`src/sv/cdwc_pkg.sv`:
```
`timescale 1ns / 1ps
`default_nettype none
// ----------------------------------------------------------------------------
// cdwc_pkg
// Shared widths, constants and types of the causal depthwise convolution.
// ----------------------------------------------------------------------------
package cdwc_pkg;

   localparam int MAX_CHANNELS = 4096;
   localparam int TAPS         = 4;
   localparam int CH_W         = $clog2(MAX_CHANNELS);
   localparam int CNT_W        = 13;
   localparam int ROWS_W       = 2;
   localparam int SAMPLE_W     = 16;
   localparam int HIST_W       = SAMPLE_W * (TAPS - 1);
   localparam int PROD_W       = 2 * SAMPLE_W;
   localparam int ACC_W        = PROD_W + 2;
   localparam int FRAC_BITS    = 12;
   localparam int RND_W        = ACC_W - FRAC_BITS;

   // channel slot of one word: which history entry and how many rows are behind it
   typedef struct packed {
      logic [CH_W-1:0]   channel;
      logic [ROWS_W-1:0] rows;
   } slot_type;

endpackage

`default_nettype wire

```
`src/sv/cdwc_tracker.sv`:
```
`timescale 1ns / 1ps
`default_nettype none
// ----------------------------------------------------------------------------
// cdwc_tracker
// Channel position and row counter; gives the slot of the word on offer.
// ----------------------------------------------------------------------------
module cdwc_tracker (
   input  wire logic                       clock,
   input  wire logic                       reset,
   input  wire logic                       accept,
   input  wire logic                       first_of_tensor,
   input  wire logic [cdwc_pkg::CNT_W-1:0] channel_count,
   output cdwc_pkg::slot_type              slot
);

   logic [cdwc_pkg::CH_W-1:0]   position_ff, position_in;
   logic [cdwc_pkg::ROWS_W-1:0] rows_ff, rows_in;
   logic [cdwc_pkg::CNT_W-1:0]  count_eff;
   logic [cdwc_pkg::CNT_W-1:0]  position_next;

   // out-of-range counts are clamped
   always_comb begin
      if (channel_count == '0) begin
         count_eff = cdwc_pkg::CNT_W'(1);
      end else if (channel_count > cdwc_pkg::CNT_W'(cdwc_pkg::MAX_CHANNELS)) begin
         count_eff = cdwc_pkg::CNT_W'(cdwc_pkg::MAX_CHANNELS);
      end else begin
         count_eff = channel_count;
      end
   end

   always_comb begin
      slot.channel  = first_of_tensor ? '0 : position_ff;
      slot.rows     = first_of_tensor ? '0 : rows_ff;
      position_next = cdwc_pkg::CNT_W'(slot.channel) + cdwc_pkg::CNT_W'(1);
      position_in   = position_ff;
      rows_in       = rows_ff;
      if (accept) begin
         // a position at or past the count closes the row too
         if (position_next >= count_eff) begin
            position_in = '0;
            rows_in     = (slot.rows == cdwc_pkg::ROWS_W'(cdwc_pkg::TAPS - 1))
                          ? slot.rows : slot.rows + cdwc_pkg::ROWS_W'(1);
         end else begin
            position_in = position_next[cdwc_pkg::CH_W-1:0];
            rows_in     = slot.rows;
         end
      end
   end

   always_ff @(posedge clock) begin
      if (reset) begin
         position_ff <= '0;
         rows_ff     <= '0;
      end else begin
         position_ff <= position_in;
         rows_ff     <= rows_in;
      end
   end

endmodule

`default_nettype wire

```
`config.mk`:
```
export PLATFORM = sky130hd
export DESIGN_NAME = cdwc_tracker
export DESIGN_NICKNAME = d
export VERILOG_FILES = /design/src/sv/cdwc_pkg.sv /design/src/sv/cdwc_tracker.sv
export SDC_FILE = /design/constraint.sdc
export NUM_CORES = 1
export LEC_CHECK = 0
export ABC_CLOCK_PERIOD_IN_PS = 4000
export BUFFER_PORTS_ARGS = -buffer_cell sky130_fd_sc_hd__buf_2
export CAP_MARGIN = 20
export CORE_MARGIN = 2
export CORE_UTILIZATION = 50
export CTS_CLUSTER_DIAMETER = 200
export DETAILED_ROUTE_END_ITERATION = 7
export PLACE_DENSITY = 0.75
export SLEW_MARGIN = 20
export SYNTH_ARGS = -nofsm -noshare
export SYNTH_HDL_FRONTEND = slang
export SYNTH_SLANG_ARGS = --single-unit
```
`constraint.sdc`:
```
create_clock -name clock -period 4 [get_ports clock]
set_clock_uncertainty 0.05 [all_clocks]
set_input_delay 0.6 -clock clock [delete_from_list [all_inputs] [get_ports clock]]
set_output_delay 0.6 -clock clock [all_outputs]
set_load 0.01 [all_outputs]
```
==> out/qor.yml, run 1 <==
synth:
  synth_top_cell_by_area: "dfxtp_1"
  synth_nets: 190
  yosysMostFrequentCell: "nand2_1"
  syn_area_mm2: 0.00133
  synth-edff-count: 0
  yosysWarnings: 0
  synthTopCellsByCount: "18 x nand2_1, 14 x dfxtp_1, 14 x ha_1"
  ys_seq_elements: 14
  syn_avg_cell_area_um2: 8.37
  synth-main-ff-cell: "dfxtp_1"
  netlist.area_leader.share: 0.211
  synth.top_cells.by_area: "dfxtp_1 21%, ha_1 13%, nand2_1 5.1%"
  ys_seq_area_frac: 0.211
  postSynthCellCount: 159
  synthDistinctLibCells: 44
  synthArstFlopShare: 0
detailed_routing:
  via_per_inst: 5.67
  drc: 0
  avgRoutedWirePerCell_um: 14.1
  vias: 1236
  drtAntennaViolNets: 0
  dr.pass1.iters: 4
  drtIter0Drc: 32
  routed_wl_mm: 3.07
clock_tree:
  h-tree-depth: 1
  cts_buffers: 3
  ctsLongestPathBuffers: 2
  insertion_delay_ns: 0.29
  clock-root-buffer: "clkbuf_4"
  postCtsSetupBuffers: 0
  clkSinkCount: 14
  clkSlewWorstSetupHoldPaths_ns: 0.09
  postCtsResizedCells: 0
  cts_hold_buffers: 0
  cts_tree: "built"
global_routing:
  grt_max_degree: 22
  grt_usage: 0.202
  antenna_found_initial: 0
  overflow: 0
  grt_pass1_wl_mm: 5.09
  first_global_vias: 1144
worst_setup_path:
  required_ns: 4.15
  cp_max_fo: 5
  critPathLaunchType: "input port"
  critPathCaptureType: "flip-flop"
  crit_arrival_ns: 3.28
  critPathKind: "in -> reg"
timing:
  setup-violations-final: 0
  worstMarginPinSlew_ns: 0.400
  tns_ns: 0
  period_minus_slack_ns: 3.13
  drv_slew: 0
  period_share: 0.783
  clock.fmax_mhz: 319
  hold_viol: 0
  slew_headroom: 0.733
  rsz0062_at_grt: "no"
power_and_ir_drop:
  power.total_w: 0.000301
  peakVddDrop_v: 0.000164
  p_clk_frac: 0.351
  power.density_mw_per_mm2: 195
  switching_power_w: 0.0000833
  power_frac_seq: 0.472
  p_leak_nw: 0.702
  p_int_w: 0.000218
  p_comb_frac: 0.177
  swShare: 0.277
floorplanning:
  coreArea_mm2: 0.00250
  rows: 18
  initial_core_util: 0.533
  die_h_um: 55.6
  fp.dieW_um: 55.6
  dieArea_mm2: 0.00309
  io_pins: 31
placement:
  portBuffers: 30
  dp_hpwl_mm: 2.44
  place.gp.congestion: 0.839
worst_hold_path:
  min_path_type: "reg -> reg"
job:
  drv_cap: 0
final_layout:
  drive_gt1_frac: 0.293
  final_nets: 220
  area_growth_pct: 15.9
  antennaDiodeCount: 0
run_status:
  status: "completed"
logic make-up (layout without fill, tap and decap cells):
| group | count (synthesis) | after routing | share of synthesized area |
|---|---|---|---|
| simple gates | 75 | 75 | 0.339 |
| xor+xnor | 10 | 10 | 0.0658 |
| buf+inv | 20 | 49 | 0.0677 |
| compound gates | 25 | 25 | 0.178 |
| fa+ha+maj | 14 | 14 | 0.132 |
| flops | 14 | 14 | 0.211 |
| mux | 1 | 1 | 0.00752 |
layer usage:
| metal | vias to the layer above | global-route usage | part of all wire |
|---|---|---|---|
| met5 | - | 0 | 0 |
| met1 | 582 | 0.269 | 0.45 |
| met2 | 24 | 0.335 | 0.50 |
| met3 | 2 | 0.0442 | 0.037 |
| met4 | 0 | 0.0418 | 0.0055 |
| li1 | 628 | - | - |
critical path, cell delays in order:
cell and delay (ns):
buf_2 0.13, nor2b_1 0.18, ha_1 0.24, nand4b_1 0.20, nor3_2 0.26, nand3_1 0.12
xor2_1 0.19, inv_1 0.06, ha_1 0.30, a21oi_1 0.14, nor2b_1 0.06, o21ai_1 0.28
nand4_2 0.25, o31ai_1 0.28
power groups by stage:
| stage | sequential (W) | combinational [W] | clock (W) |
|---|---|---|---|
| 6_report | 0.000142 | 0.0000531 | 0.000106 |
| 2_1_floorplan | 0.000145 | 0.0000349 | 0 |
| 3_3_place_gp | 0.000145 | 0.0000512 | 0 |
| 3_5_place_dp | 0.000145 | 0.0000527 | 0 |
| 4_1_cts | 0.000142 | 0.0000531 | 0.000110 |
| 5_1_grt | 0.000142 | 0.0000596 | 0.000116 |
metrics by stage:
stage / worst slack, ns / instances / cell area [µm²] / utilization / hold slack, ns
after global routing: 0.608 / 218 / 1540 / 0.617 / 0.483
after floorplan: 0.504 / 159 / 1330 / - / 0.399
after detailed placement: 0.573 / 214 / 1510 / 0.603 / 0.429
after CTS: 0.870 / 218 / 1540 / 0.617 / 0.443
final: 0.866 / 218 / 1540 / 0.617 / 0.440
after global placement: 0.701 / 214 / 1510 / 0.603 / 0.417
path summary, 6_finish.rpt:
check / from / to / slack [ns] / depth (start not counted)
hold reg to reg: rows_ff[0] / rows_ff[0] / 0.44 / 2
setup reg to reg: position_ff[0] / position_ff[10] / 0.90 / 13
setup / recovery: first_of_tensor / position_ff[10] / 0.87 / 14
hold / removal: rows_ff[0] / rows_ff[0] / 0.44 / 2
area by class of cell:
cell class,instances,area [µm²]
inverter,13,62.6
sequential,14,280
tap,30,37.5
fill,217,957
timing repair buffer,32,165
multi-input combinational,125,961
clock buffer,4,36.3
state kept, by name (all words and copies together) (netlist names):
name,cells
position_ff,12
rows_ff,2
placed cells by master (no fill, tap or decap), drive strengths merged, types with 2 or more instances in the layout:
cell type / synthesis / final
o21ai: 2 / 2
nand4b: 2 / 2
nand3: 6 / 6
xor2: 6 / 6
a21oi: 6 / 6
ha: 14 / 14
xnor2: 4 / 4
nor4: 4 / 4
or3b: 5 / 5
clkbuf: 5 / 4
inv: 12 / 12
nor2: 12 / 12
buf: 2 / 32
nand2b: 8 / 8
nand2: 18 / 18
o32ai: 7 / 7
o31ai: 4 / 4
nand4: 3 / 3
dfxtp: 14 / 14
nor3: 3 / 3
nor2b: 9 / 9
(Power assumes the default switching activity.)
==> run 2: changes to the inputs <==
--- a/config.mk
+++ b/config.mk
@@ -5,11 +5,11 @@
 export SDC_FILE = /design/constraint.sdc
 export NUM_CORES = 1
 export LEC_CHECK = 0
-export ABC_CLOCK_PERIOD_IN_PS = 4000
+export ABC_CLOCK_PERIOD_IN_PS = 2800
 export BUFFER_PORTS_ARGS = -buffer_cell sky130_fd_sc_hd__buf_2
 export CAP_MARGIN = 20
 export CORE_MARGIN = 2
-export CORE_UTILIZATION = 50
+export CORE_UTILIZATION = 48
 export CTS_CLUSTER_DIAMETER = 200
 export DETAILED_ROUTE_END_ITERATION = 7
 export PLACE_DENSITY = 0.75
==> constraint.sdc (replaced) <==
create_clock -name clock -period 2.8 [get_ports clock]
set_clock_uncertainty 0.05 [all_clocks]
set_input_delay 0.42 -clock clock [delete_from_list [all_inputs] [get_ports clock]]
set_output_delay 0.42 -clock clock [all_outputs]
set_load 0.01 [all_outputs]
==> run 2 against run 1 <==
  * Cell count rose by 8.3%
  * First-iteration DRC count grew 88%
  * Sequential cell count unchanged
  * Utilization is 5.5 points higher
  * Global-route usage is 3.0 points higher
  * Combinational power grew 68%
  * Largest power group unchanged
  * Routed wire length is 24% higher
  * Clock power grew 11%
  * Total power rose by 36%
  * Setup slack worse by 0.79 ns
  * Sequential power is 43% higher
==> out/qor.yml, run 2 (synthesized netlist as in run 1, its figures left out) <==
run_status:
  status: "completed"
final_layout:
  final_common_cell: "buf_2"
  top_regs: "position_ff x12, rows_ff x2"
  fin_cells: 236
  largest_register: "position_ff"
  finalCoreUtilization: 0.673
  largest_reg_flops: 12
  area_growth_pct: 35.7
  final_nets: 238
  drive_gt1_frac: 0.439
  postLayoutCellArea_mm2: 0.00181
  mostFrequentLayoutCells: "30 x buf_2, 18 x buf_4, 17 x nand2_1"
  antennaDiodeCount: 0
clock_tree:
  cts_tree: "built"
  clkSinkCount: 14
  h-tree-depth: 1
  ctsLongestPathBuffers: 2
  clkSlewWorstSetupHoldPaths_ns: 0.08
  cts_buffers: 3
  insertion_delay_ns: 0.28
  cts_hold_buffers: 0
  clock-root-buffer: "clkbuf_4"
worst_setup_path:
  critPathCaptureType: "flip-flop"
  critPathKind: "reg -> reg"
  cp_max_fo: 5
  critPathLaunchType: "flip-flop"
  crit_path_frequent_cell: "nand3_2"
  crit_arrival_ns: 2.86
  cp_slowest_cell: "nor4_4"
  max_stage_delay_ns: 0.42
  required_ns: 2.94
  crit_chain: "buf_4 -> nand3_2 -> nor4_4 -> nand3_2 -> xor2_2 -> inv_1 -> ha_1 -> and4_1 -> o311ai_4 -> nand4_4 -> o41ai_2"
timing:
  clock.fmax_mhz: 368
  rsz0062_at_grt: "yes"
  worstMarginPinSlew_ns: 0.511
  slew_headroom: 0.658
  period_share: 0.971
  setup-violations-final: 0
  hold_viol: 0
  drv_slew: 0
  period_minus_slack_ns: 2.72
  tns_ns: 0
detailed_routing:
  drtIter0Drc: 60
  dr.pass1.iters: 4
  drc: 0
  via_per_inst: 5.76
  avgRoutedWirePerCell_um: 16.1
  vias: 1360
  routed_wl_mm: 3.81
  drtAntennaViolNets: 0
floorplanning:
  fp.dieW_um: 56.7
  coreArea_mm2: 0.00269
  initial_core_util: 0.496
  rows: 19
  dieArea_mm2: 0.00321
  die_h_um: 56.7
  io_pins: 31
global_routing:
  grt_usage: 0.232
  grt_pass1_wl_mm: 5.83
  first_global_vias: 1287
  antenna_found_initial: 0
  grt_max_degree: 22
  overflow: 0
placement:
  numPlacedInstances: 224
  portBuffers: 30
  placed_cell_area_mm2: 0.00161
  place.gp.congestion: 0.889
  dp_hpwl_mm: 2.64
power_and_ir_drop:
  peakVddDrop_v: 0.000180
  power.density_mw_per_mm2: 227
  p_leak_nw: 0.797
  power.total_w: 0.000410
job:
  drv_cap: 0
worst_hold_path:
  min_path_type: "reg -> reg"
## run 2: cell types whose count changed in the layout (fill, tap and decap cells not counted), moves of 3 or more
cell | previous run | this run
nand3_2 | 1 | 4
nand3_1 | 5 | 2
buf_4 | 2 | 18
xor2_1 | 6 | 1
xor2_2 | 0 | 4
## run 2: layer usage
metal  vias to the layer above  track usage  wire (µm)
met5                         -            0          0
met4                         0       0.0816         69
met3                         7       0.0138        229
met2                        57        0.389       1860
met1                       631        0.314       1650
li1                        665            -          -
## run 2: what timing repair did
| item | in CTS | in global routing |
|---|---|---|
| resized for setup | 5 | 13 |
| endpoints found under the setup margin | 9 | 14 |
| setup buffers | 5 | 3 |
| pin swaps | 5 | 9 |
| cloned | 1 | 0 |
## run 2: critical path, delay by kind of cell (launching register included)
family | cells | cell delay [ns]
AO/OA/AOI/OAI | 2 | 0.40
buffers and inverters | 2 | 0.19
adder cells (fa/ha/maj) | 1 | 0.30
XOR/XNOR | 1 | 0.19
flip-flops | 1 | 0.34
AND/OR/NAND/NOR | 5 | 1.16
## run 2: final cells by class
type	instances	area (µm²)
inverters	13	62.6
well taps	31	38.8
multi-input cells	126	1100
fillers	227	880
repair buffers	49	297
flip-flops and latches	14	283
clock buffers	3	22.5
## run 2: worst paths after layout
kind                          to  depth (start not counted)  slack (ns)           start
hold reg to reg       rows_ff[1]                          1        0.45      rows_ff[1]
setup / recovery  position_ff[5]                         11        0.08  position_ff[0]
hold / removal        rows_ff[1]                          1        0.45      rows_ff[1]
setup reg to reg  position_ff[5]                         11        0.08  position_ff[0]
## run 2: through the flow
stage          hold slack, ns  setup WS, ns
6_report                0.454        0.0801
5_1_grt                 0.497       -0.0655
4_1_cts                 0.448        0.0185
3_5_place_dp            0.424        -0.222
3_3_place_gp            0.413        -0.118
2_1_floorplan           0.399       -0.0457
## run 2: power breakdown
group	leakage [nW]	switching [W]	internal, W	total (W)
Combinational	0.669	0.0000512	0.0000378	0.0000890
Sequential	0.114	0.00000166	0.000201	0.000203
Clock	0.0138	0.0000680	0.0000500	0.000118
Total	0.797	0.000121	0.000289	0.000410
